File: config.mk
export PLATFORM = sky130hd
export DESIGN_NAME = battery_load_duty_governor_core_flat
export DESIGN_NICKNAME = d
export VERILOG_FILES = /design/src/rtl/bldg_pkg.sv /design/src/rtl/bldg_in_if.sv /design/src/rtl/bldg_out_if.sv /design/src/rtl/bldg_step.sv /design/src/rtl/battery_load_duty_governor_core.sv /design/src/flat_wrapper.sv
export SDC_FILE = /design/constraint.sdc
export NUM_CORES = 1
export LEC_CHECK = 0
export BUFFER_PORTS_ARGS = -buffer_cell sky130_fd_sc_hd__buf_2
export CAP_MARGIN = 5
export CORE_ASPECT_RATIO = 1.5
export CORE_MARGIN = 1
export CORE_UTILIZATION = 40
export DETAILED_ROUTE_END_ITERATION = 12
export SLEW_MARGIN = 20
export SYNTH_ARGS = -nofsm -noshare
export SYNTH_HDL_FRONTEND = slang
export SYNTH_HIERARCHICAL = 1
export SYNTH_SLANG_ARGS = --single-unit
export TNS_END_PERCENT = 1
File: constraint.sdc
create_clock -name clk -period 6.7 [get_ports clk]
set_input_delay 1.34 -clock clk [delete_from_list [all_inputs] [get_ports clk]]
set_output_delay 1.34 -clock clk [all_outputs]
set_load 0.01 [all_outputs]
File: src/rtl/bldg_pkg.sv
package bldg_pkg;

    // sample width default
    localparam int SAMPLE_BITS_DEFAULT = 8;

    // configuration port geometry
    localparam int CFG_INDEX_BITS = 4;
    localparam int CFG_DATA_BITS  = 8;

    // register indexes on the configuration port
    typedef enum logic [CFG_INDEX_BITS-1:0] {
        REG_GOOD_LEVEL       = 4'd0,
        REG_WARN_LEVEL       = 4'd1,
        REG_CRITICAL_LEVEL   = 4'd2,
        REG_DUTY_LIMIT       = 4'd3,
        REG_BEAT_TICKS       = 4'd4,
        REG_BLINK_TICKS_GOOD = 4'd5,
        REG_BLINK_TICKS_WARN = 4'd6,
        REG_BLINK_TICKS_LOW  = 4'd7
    } reg_index_t;

    // register reset values
    localparam logic [7:0] GOOD_LEVEL_RST       = 8'd133;
    localparam logic [7:0] WARN_LEVEL_RST       = 8'd128;
    localparam logic [7:0] CRITICAL_LEVEL_RST   = 8'd123;
    localparam logic [7:0] DUTY_LIMIT_RST       = 8'd250;
    localparam logic [7:0] BEAT_TICKS_RST       = 8'd10;
    localparam logic [7:0] BLINK_TICKS_GOOD_RST = 8'd100;
    localparam logic [7:0] BLINK_TICKS_WARN_RST = 8'd30;
    localparam logic [7:0] BLINK_TICKS_LOW_RST  = 8'd10;

    // configuration register set
    typedef struct packed {
        logic [7:0] good_level;
        logic [7:0] warn_level;
        logic [7:0] critical_level;
        logic [7:0] duty_limit;
        logic [7:0] beat_ticks;
        logic [7:0] blink_ticks_good;
        logic [7:0] blink_ticks_warn;
        logic [7:0] blink_ticks_low;
    } cfg_t;

    // governor state carried from tick to tick
    typedef struct packed {
        logic [7:0] duty;
        logic [7:0] beat_count;
        logic       beat;
        logic [7:0] blink_count;
        logic       led;
    } gov_state_t;

    // one result item
    typedef struct packed {
        logic [7:0] duty;
        logic       led_level;
        logic       beat_level;
        logic       shutdown;
    } result_t;

endpackage

File: src/rtl/bldg_in_if.sv
interface bldg_in_if #(
    parameter int SAMPLE_BITS = bldg_pkg::SAMPLE_BITS_DEFAULT
);
    logic                   valid;
    logic                   ready;
    logic [SAMPLE_BITS-1:0] sample;

    modport source (output valid, output sample, input ready);
    modport sink   (input valid, input sample, output ready);
endinterface

File: src/rtl/bldg_out_if.sv
interface bldg_out_if;
    logic       valid;
    logic       ready;
    logic [7:0] duty;
    logic       led_level;
    logic       beat_level;
    logic       shutdown;

    modport source (output valid, output duty, output led_level, output beat_level,
                    output shutdown, input ready);
    modport sink   (input valid, input duty, input led_level, input beat_level,
                    input shutdown, output ready);
endinterface

File: src/rtl/bldg_step.sv
module bldg_step #(
    parameter int SAMPLE_BITS = bldg_pkg::SAMPLE_BITS_DEFAULT
) (
    input  logic [SAMPLE_BITS-1:0] sample,
    input  bldg_pkg::cfg_t         cfg,
    input  bldg_pkg::gov_state_t   state,
    output bldg_pkg::gov_state_t   state_next,
    output bldg_pkg::result_t      result
);
    import bldg_pkg::*;

    logic       good;
    logic       warn;
    logic       critical;
    logic [7:0] beat_inc;
    logic [7:0] blink_inc;
    logic [7:0] period;
    logic [7:0] duty_ramp;

    // voltage bands
    assign good     = sample > SAMPLE_BITS'(cfg.good_level);
    assign warn     = sample > SAMPLE_BITS'(cfg.warn_level);
    assign critical = sample < SAMPLE_BITS'(cfg.critical_level);

    // blink period follows the band
    assign period = good ? cfg.blink_ticks_good
                  : (warn ? cfg.blink_ticks_warn : cfg.blink_ticks_low);

    assign beat_inc  = state.beat_count + 8'd1;
    assign blink_inc = state.blink_count + 8'd1;

    // duty ramp by band
    always_comb
    begin
        if (good)
        begin
            duty_ramp = (state.duty < cfg.duty_limit) ? state.duty + 8'd1 : state.duty;
        end
        else if (warn)
        begin
            duty_ramp = (state.duty != 8'd0) ? state.duty - 8'd1 : 8'd0;
        end
        else
        begin
            duty_ramp = (state.duty < 8'd2) ? 8'd0 : state.duty - 8'd2;
        end
    end

    // next state and result
    always_comb
    begin
        state_next = state;
        result     = '0;
        if (critical)
        begin
            state_next.duty = 8'd0;
            state_next.led  = 1'b0;
            state_next.beat = 1'b1;
            result.shutdown = 1'b1;
        end
        else
        begin
            // heartbeat counter
            if (beat_inc >= cfg.beat_ticks)
            begin
                state_next.beat_count = 8'd0;
                state_next.beat       = ~state.beat;
            end
            else
            begin
                state_next.beat_count = beat_inc;
            end
            // status blink counter
            if (blink_inc >= period)
            begin
                state_next.blink_count = 8'd0;
                state_next.led         = ~state.led;
            end
            else
            begin
                state_next.blink_count = blink_inc;
            end
            // duty over the limit drops to zero
            state_next.duty   = (duty_ramp > cfg.duty_limit) ? 8'd0 : duty_ramp;
            result.duty       = state_next.duty;
            result.led_level  = state_next.led;
            result.beat_level = state_next.beat;
        end
    end

endmodule

File: src/rtl/battery_load_duty_governor_core.sv
// Battery load duty governor. Takes one battery voltage sample per transfer on
// samples and returns one result per sample on results: the load duty, the
// status LED level, the heartbeat level and a shutdown flag for samples below
// the critical level. A sample is registered, worked through one short layer
// of compares and counter updates, and lands in the result register, so a
// sample can be accepted every clock cycle while results is not stalled. Its
// result is offered on results from the result register until it is taken.
// While a finished result waits, the sample register can still take one
// sample. Registers must be written by the user through cfg_we / cfg_index /
// cfg_data only while no sample is in flight; the block does not enforce this.
// An index beyond the register list is ignored.
module battery_load_duty_governor_core #(
    parameter int SAMPLE_BITS = bldg_pkg::SAMPLE_BITS_DEFAULT
) (
    input  logic                                clk,
    input  logic                                rst_n,
    input  logic                                cfg_we,
    input  logic [bldg_pkg::CFG_INDEX_BITS-1:0] cfg_index,
    input  logic [bldg_pkg::CFG_DATA_BITS-1:0]  cfg_data,
    bldg_in_if.sink                             samples,
    bldg_out_if.source                          results
);
    import bldg_pkg::*;

    cfg_t                   cfg_reg;
    cfg_t                   cfg_next;
    gov_state_t             state_reg;
    gov_state_t             state_next;
    logic                   in_valid_reg;
    logic [SAMPLE_BITS-1:0] sample_reg;
    logic                   out_valid_reg;
    result_t                result_reg;
    result_t                result_next;
    logic                   advance;

    // register writes
    always_comb
    begin
        cfg_next = cfg_reg;
        if (cfg_we)
        begin
            unique case (cfg_index)
                REG_GOOD_LEVEL:       cfg_next.good_level       = cfg_data;
                REG_WARN_LEVEL:       cfg_next.warn_level       = cfg_data;
                REG_CRITICAL_LEVEL:   cfg_next.critical_level   = cfg_data;
                REG_DUTY_LIMIT:       cfg_next.duty_limit       = cfg_data;
                REG_BEAT_TICKS:       cfg_next.beat_ticks       = cfg_data;
                REG_BLINK_TICKS_GOOD: cfg_next.blink_ticks_good = cfg_data;
                REG_BLINK_TICKS_WARN: cfg_next.blink_ticks_warn = cfg_data;
                REG_BLINK_TICKS_LOW:  cfg_next.blink_ticks_low  = cfg_data;
                default:              cfg_next                  = cfg_reg;
            endcase
        end
    end

    always_ff @(posedge clk or negedge rst_n)
    begin
        if (!rst_n)
        begin
            cfg_reg.good_level       <= GOOD_LEVEL_RST;
            cfg_reg.warn_level       <= WARN_LEVEL_RST;
            cfg_reg.critical_level   <= CRITICAL_LEVEL_RST;
            cfg_reg.duty_limit       <= DUTY_LIMIT_RST;
            cfg_reg.beat_ticks       <= BEAT_TICKS_RST;
            cfg_reg.blink_ticks_good <= BLINK_TICKS_GOOD_RST;
            cfg_reg.blink_ticks_warn <= BLINK_TICKS_WARN_RST;
            cfg_reg.blink_ticks_low  <= BLINK_TICKS_LOW_RST;
        end
        else
        begin
            cfg_reg <= cfg_next;
        end
    end

    // pipeline handshake
    assign advance       = in_valid_reg && (!out_valid_reg || results.ready);
    assign samples.ready = !in_valid_reg || advance;

    // governor step
    bldg_step #(
        .SAMPLE_BITS (SAMPLE_BITS)
    ) u_step (
        .sample     (sample_reg),
        .cfg        (cfg_reg),
        .state      (state_reg),
        .state_next (state_next),
        .result     (result_next)
    );

    // control state
    always_ff @(posedge clk or negedge rst_n)
    begin
        if (!rst_n)
        begin
            in_valid_reg          <= 1'b0;
            out_valid_reg         <= 1'b0;
            state_reg.duty        <= 8'd0;
            state_reg.beat_count  <= 8'd0;
            state_reg.beat        <= 1'b1;
            state_reg.blink_count <= 8'd0;
            state_reg.led         <= 1'b0;
        end
        else
        begin
            if (samples.ready)
            begin
                in_valid_reg <= samples.valid;
            end
            if (advance)
            begin
                out_valid_reg <= 1'b1;
                state_reg     <= state_next;
            end
            else if (results.ready)
            begin
                out_valid_reg <= 1'b0;
            end
        end
    end

    // payload registers
    always_ff @(posedge clk)
    begin
        if (samples.valid && samples.ready)
        begin
            sample_reg <= samples.sample;
        end
        if (advance)
        begin
            result_reg <= result_next;
        end
    end

    assign results.valid      = out_valid_reg;
    assign results.duty       = result_reg.duty;
    assign results.led_level  = result_reg.led_level;
    assign results.beat_level = result_reg.beat_level;
    assign results.shutdown   = result_reg.shutdown;

endmodule

File: src/flat_wrapper.sv
// flat-port wrapper written by rule: the top's interface ports become plain ports
module battery_load_duty_governor_core_flat import bldg_pkg::*;
#(
    parameter int SAMPLE_BITS = bldg_pkg::SAMPLE_BITS_DEFAULT
)
  (clk, rst_n, cfg_we, cfg_index, cfg_data, samples_valid, samples_sample, samples_ready, results_valid, results_duty, results_led_level, results_beat_level, results_shutdown, results_ready);
  bldg_in_if #(.SAMPLE_BITS(SAMPLE_BITS)) samples_i ();
  bldg_out_if results_i ();
  input  logic clk;
  input  logic rst_n;
  input  logic cfg_we;
  input  logic [bldg_pkg::CFG_INDEX_BITS-1:0] cfg_index;
  input  logic [bldg_pkg::CFG_DATA_BITS-1:0] cfg_data;
  input wire logic [$bits(samples_i.valid)-1:0] samples_valid;
  input wire logic [$bits(samples_i.sample)-1:0] samples_sample;
  output wire logic [$bits(samples_i.ready)-1:0] samples_ready;
  output wire logic [$bits(results_i.valid)-1:0] results_valid;
  output wire logic [$bits(results_i.duty)-1:0] results_duty;
  output wire logic [$bits(results_i.led_level)-1:0] results_led_level;
  output wire logic [$bits(results_i.beat_level)-1:0] results_beat_level;
  output wire logic [$bits(results_i.shutdown)-1:0] results_shutdown;
  input wire logic [$bits(results_i.ready)-1:0] results_ready;
  assign samples_i.valid = samples_valid;
  assign samples_i.sample = samples_sample;
  assign samples_ready = samples_i.ready;
  assign results_valid = results_i.valid;
  assign results_duty = results_i.duty;
  assign results_led_level = results_i.led_level;
  assign results_beat_level = results_i.beat_level;
  assign results_shutdown = results_i.shutdown;
  assign results_i.ready = results_ready;
  battery_load_duty_governor_core #(.SAMPLE_BITS(SAMPLE_BITS)) u_core (.clk(clk), .rst_n(rst_n), .cfg_we(cfg_we), .cfg_index(cfg_index), .cfg_data(cfg_data), .samples(samples_i), .results(results_i));
endmodule
# Word level (Yosys, flattened, before mapping)
# Index checks and enable logic that the tools add are counted.
[word_totals]
regBits = 111
in_bits = 25
[classes]
n_addsub = 5
order_cmp = 8
eq_ne = 7
mux = 18
bitwise = 3
n_reduce_logical = 18
[op_table]
columns = ["operator", "count"]
rows = [
  ["8-bit 2-to-1 mux", 11],
  ["8-bit by 1-bit adder with 8-bit output, second input constant", 3],
  ["8-bit greater-than comparator", 3],
  ["2-bit AND reduction", 9],
  ["4-bit by 3-bit == test with 1-bit output, second input constant", 4],
  ["8-bit greater-or-equal comparator", 2],
  ["8-bit < comparator", 2],
  ["4-bit by 2-bit == test with 1-bit output, second input constant", 2],
  ["8-bit by 2-bit < comparator with 1-bit output, second input constant", 1],
  ["8-bit nonzero test", 1],
  ["8-bit by 1-bit subtractor with 8-bit output, second input constant", 1],
  ["8-bit by 2-bit subtractor with 8-bit output, second input constant", 1],
  ["1-bit 2-to-1 mux", 7],
  ["4-bit by 1-bit == test with 1-bit output, second input constant", 1],
  ["4-bit zero test", 1],
  ["1-bit NOT", 3],
  ["1-bit logical AND", 2],
  ["1-bit zero test", 2],
  ["1-bit logical OR", 2],
  ["2-bit nonzero test", 1],
]

# Longest topological paths before layout
[logic_depth]
ltp_word = 7
mapped_depth = 20
depth_no_buf = 18

# By module
# The synthesis kept the hierarchy.
[by_module_without_submodules]
columns = ["mod", "instances", "cells_each", "area_per_inst_um2"]
rows = [
  ["battery_load_duty_governor_core", 1, 226, 4136.5],
  ["bldg_step", 1, 413, 2767.7],
]

# Worst setup path before layout
# OpenSTA, ideal clock, no wires.
[synth_timing]
path_kind = "register -> register"
startpoint = "register u_core/cfg_reg[63] in the netlist's numbering"
endpoint = "register u_core/state_reg[21] in the netlist's numbering"
t_arrival_ns = 3.720
required_ns = 6.636
path_slack_ns = 2.915
stages_incl_launch_ff = 20
n_path_buf = 2
cell_sequence = "dfstp_2 -> inv_1 -> ha_1 -> nand4_2 -> nor2_2 -> a21oi_1 -> nor2_1 -> buf_6 -> nor2_1 -> a311oi_2 -> a21oi_1 -> ha_1 -> a22oi_1 -> nand2_1 -> a311oi_1 -> nor3_1 -> or2_2 -> and4b_1 -> buf_4 -> mux2_2"
[synth_lines]
columns = ["item", "line", "rtl"]
rows = [
  ["from (decl)", "battery_load_duty_governor_core.sv:25", "cfg_t cfg_reg;"],
  ["from (signal assigned)", "battery_load_duty_governor_core.sv:71", "cfg_reg <= cfg_next;"],
  ["to (signal assigned)", "battery_load_duty_governor_core.sv:112", "state_reg <= state_next;"],
  ["to (decl)", "battery_load_duty_governor_core.sv:27", "gov_state_t state_reg;"],
]

# Worst setup path after layout
[layout_timing]
startpoint = "register u_core.sample_reg[1]"
endpoint = "register u_core/state_reg[3] in the netlist's numbering"
[layout_between]
elab_chain_cells = 5
[layout_rtl]
columns = ["item", "line", "rtl"]
rows = [
  ["from (decl)", "battery_load_duty_governor_core.sv:30", "logic [SAMPLE_BITS-1:0] sample_reg;"],
  ["from (signal assigned)", "battery_load_duty_governor_core.sv:126", "sample_reg <= samples.sample;"],
  ["8-bit greater-than comparator", "bldg_step.sv:22", "assign warn = sample > SAMPLE_BITS'(cfg.warn_level);"],
  ["8-bit 2-to-1 mux", "bldg_step.sv:27", ": (warn ? cfg.blink_ticks_warn : cfg.blink_ticks_low);"],
  ["8-bit 2-to-1 mux", "bldg_step.sv:26", "assign period = good ? cfg.blink_ticks_good"],
  ["8-bit greater-or-equal comparator", "bldg_step.sv:74", "if (blink_inc >= period)"],
  ["8-bit 2-to-1 mux", "bldg_step.sv:74", ""],
]
# Parallel ways exist; a longest one is shown, timed or not.
# A chain may end at the register's enable or synchronous reset.

==> impl_metrics.env <==
export IMPL_hp_class="flop to flop"
export IMPL_synth_top_flop_cell="dfrtp_1"
export IMPL_ys_seq_elements=111
export IMPL_synth_yosys_warnings=6
export IMPL_fin_skew_ns=0.007573
export IMPL_die_area_mm2=0.01780
export IMPL_fin_area_mm2=0.007491
export IMPL_largest_reg_flops=64
export IMPL_place_area_mm2=0.007221
export IMPL_wl_met3_um=467
export IMPL_die_h_um=162.9
export IMPL_hold_buffers=0
export IMPL_cts_made_buffers=9
export IMPL_nNetsFinal=751
export IMPL_synthCells=639
export IMPL_path_cells="ha_1 -> nor2b_1 -> o211ai_1 -> a211oi_2 -> nor2_1 -> nand2_1 -> a21oi_1 -> a21oi_1 -> ha_1 -> nand4_1 -> o31ai_1 -> nor2_1 -> o21ai_0 -> o21ai_0 -> mux2_2"
export IMPL_drt_iter0_drc=237
export IMPL_highest_layer="met4"
export IMPL_power_share_clock_pct=16.9
export IMPL_hold_depth=1
export IMPL_grt_start_max_net_pins=64
export IMPL_irDropWorstVdd_uv=160.6
export IMPL_postCtsSetupBuffers=0
export IMPL_cts_sinks=111
export IMPL_layout_drive_gt1_share_pct=29.75
export IMPL_seq_area_frac_synth_pct=42.12
export IMPL_route_detailed_drc=0
export IMPL_intPower_uw=1762
export IMPL_clk_path_buf_depth=2
export IMPL_holdWs_ns=0.5056
export IMPL_wl_met2_um=7840
export IMPL_syn_avg_cell_area_um2=10.80
export IMPL_area_growth_pct=8.499
export IMPL_diodes=0
export IMPL_rr_startpoint="u_core/sample_reg[1]"
export IMPL_endpoint_kind="flop"
export IMPL_cp_max_fo=11
export IMPL_p_seq_share_pct=35.5
export IMPL_first_global_vias=4941
export IMPL_clockRootBuffer="clkbuf_16"
export IMPL_post_dp_hpwl_um=11460
export IMPL_io_pins=38
export IMPL_vias_per_cell=5.537
export IMPL_timing_critical_path_from_type="flop"
export IMPL_setup_violations=0
export IMPL_required_ns=6.93
export IMPL_tightest_slew_ns=1.014
export IMPL_htreeDepth=3
export IMPL_grt_pass1_wl_um=25540
export IMPL_rrSetupSlack_ns=2.17
export IMPL_max_freq_mhz=220.6
export IMPL_clk_latency_ns=0.35
export IMPL_relSlewSlack_pct=31.81
export IMPL_min_period_ns=4.532
export IMPL_critPathSlowestCell="o31ai_1"
export IMPL_yosys_area_top_type="dfrtp_1"
export IMPL_crit_family="compound AO/OA/AOI/OAI gates"
export IMPL_hp_start="u_core/cfg_reg[28]"
export IMPL_async_flop_share_pct=82.88
export IMPL_die_width_um=109.3
export IMPL_track_usage_pct=18.79
export IMPL_cap_violations=0
export IMPL_cts_tree="done"
export IMPL_worst_path_buf_inv=0
export IMPL_switchingPower_uw=1190
export IMPL_syn_num_nets=726
export IMPL_r2r_cells=15
export IMPL_cp_slowest_stage_delay_ns=0.87
export IMPL_cp_depth=15
export IMPL_antenna_found_initial=0
export IMPL_fin_crit_sh_pct=67.65
export IMPL_hold_viol=0
export IMPL_via_count=4867
export IMPL_synth_area_leaders="dfrtp_1 (23%), mux2_2 (15%), ha_1 (11%)"
export IMPL_synth_edff_count=19
export IMPL_switching_share_pct=40.31
export IMPL_wirelength_um=15500
export IMPL_overflow=0
export IMPL_gp_congestion=0.8732
export IMPL_detail_route_antenna_nets=0
export IMPL_wl_per_cell_um=17.64
export IMPL_dr_pass1_iters=4
export IMPL_slew_violations=0
export IMPL_fin_setup_tns_ns=0
export IMPL_r2r_end="u_core/state_reg[3]"
export IMPL_ctsResizeCount=0
export IMPL_hold_end="u_core/cfg_reg[28]"
export IMPL_netlist_area_mm2=0.006904
export IMPL_yosysTopAreaCellShare_pct=23.20
export IMPL_core_area_mm2=0.01684
export IMPL_path_clk_slew_ns=0.07
export IMPL_status="finished clean"
export IMPL_start_util_pct=41.01
export IMPL_power_density_mw_per_mm2=394.1
export IMPL_wl_met1_um=6659
export IMPL_rows=58
export IMPL_numPortBuffers=37
export IMPL_arrival_ns=4.76
export IMPL_rsz0062_at_grt="false"
export IMPL_path_class="flop to flop"
export IMPL_synthDistinctLibCells=66
export IMPL_p_leak_uw=0.003386
export IMPL_combPwrFrac_pct=47.7
-- placed cells by master, fill, tap and decap left out, types with 27 or more instances in the layout --
cell and count:
ha_1 62, dfrtp_1 64, inv_1 45, mux2_2 90
o21ai_0 27, buf_2 36, a21oi_1 32, dfstp_2 28
nand2_1 45, nor2_1 28
-- final cells by class --
| class | instances | area [um2] |
|---|---|---|
| multi-input cells | 456 | 3664 |
| well taps | 210 | 262.8 |
| flip-flops and latches | 111 | 2908 |
| inverters | 45 | 168.9 |
| repair buffers | 41 | 217.7 |
| clock buffers | 14 | 254.0 |
| clock inverters | 2 | 16.27 |
| fillers | 1625 | 9345 |
-- metrics by stage --
stage | instances | util (%) | worst slack (ns) | total power (uW)
after floorplan | 639 | - | 2.915 | 2122
after global placement | 863 | 42.89 | 2.399 | 2417
after detailed placement | 863 | 42.89 | 2.307 | 2450
after CTS | 879 | 44.49 | 2.284 | 2965
after global routing | 879 | 44.49 | 1.766 | 3185
final | 879 | 44.49 | 2.168 | 2952
-- worst max-delay path by stage --
| stage | to | from |
|---|---|---|
| after floorplan | u_core/state_reg[21] | u_core/cfg_reg[63] |
| after global placement | u_core/state_reg[25] | u_core/cfg_reg[63] |
| after detailed placement | u_core/state_reg[3] | u_core/sample_reg[1] |
| after CTS | u_core/state_reg[3] | u_core/sample_reg[1] |
| after global routing | u_core/state_reg[3] | u_core/cfg_reg[55] |
| final | u_core/state_reg[3] | u_core/sample_reg[1] |
-- logic make-up after synthesis --
| family | Yosys count | share of synthesized area [%] |
|---|---|---|
| and+or+nand+nor | 173 | 13.90 |
| AOI/OAI and AO/OA | 114 | 11.00 |
| DFF | 111 | 42.12 |
| muxes | 90 | 14.68 |
| buffers and inverters | 72 | 4.911 |
| adders and majority gates | 62 | 11.24 |
| xor gates and xnor gates | 17 | 2.157 |
-- cells in the mapped netlist (2+ instances only) --
cell type,number
a211o_1,4
a211oi_1,6
a211oi_2,3
a21o_1,8
a21oi_1,32
a31oi_1,2
and3_1,10
buf_2,7
buf_4,10
buf_6,2
clkbuf_1,6
dfrtp_1,64
dfstp_2,28
edfxtp_1,19
ha_1,62
inv_1,45
mux2_2,90
nand2_1,45
nand2b_1,18
nand3_1,19
nand3b_1,3
nand3b_2,2
nand4_1,7
nand4_2,2
nor2_1,28
nor2_2,3
nor2b_1,4
nor3_1,11
nor3b_1,3
nor3b_4,3
o211ai_1,4
o21a_1,3
o21ai_0,27
o21ai_1,3
o31a_1,3
o31ai_1,5
or2_2,3
or3_1,2
xnor2_1,10
xor2_1,7
-- power groups by stage --
| stage | clock network, uW | registers, uW | logic [uW] |
|---|---|---|---|
| detailed placement | 0 | 1060 | 1390 |
| finish | 498 | 1050 | 1410 |
| CTS | 518 | 1050 | 1400 |
| global route | 541 | 1070 | 1570 |
| floorplan | 0 | 1000 | 1120 |
| global placement | 0 | 1050 | 1360 |
-- layer usage --
layer,GRT usage (%),vias to the layer above
met5,0,-
met3,2.601,31
met1,23.14,2406
li1,-,2333
met4,7.939,0
met2,32.42,97
-- worst register-to-register path, cell delays in order, from the launching register on --
cell      delay [ns]
edfxtp_1        0.46
ha_1            0.35
nor2b_1         0.14
o211ai_1        0.27
a211oi_2        0.17
nor2_1          0.64
nand2_1         0.11
a21oi_1         0.19
a21oi_1         0.07
ha_1            0.34
nand4_1         0.11
o31ai_1         0.87
nor2_1          0.08
o21ai_0         0.22
o21ai_0         0.12
mux2_2          0.27
Power figures use the tool's default switching activity.
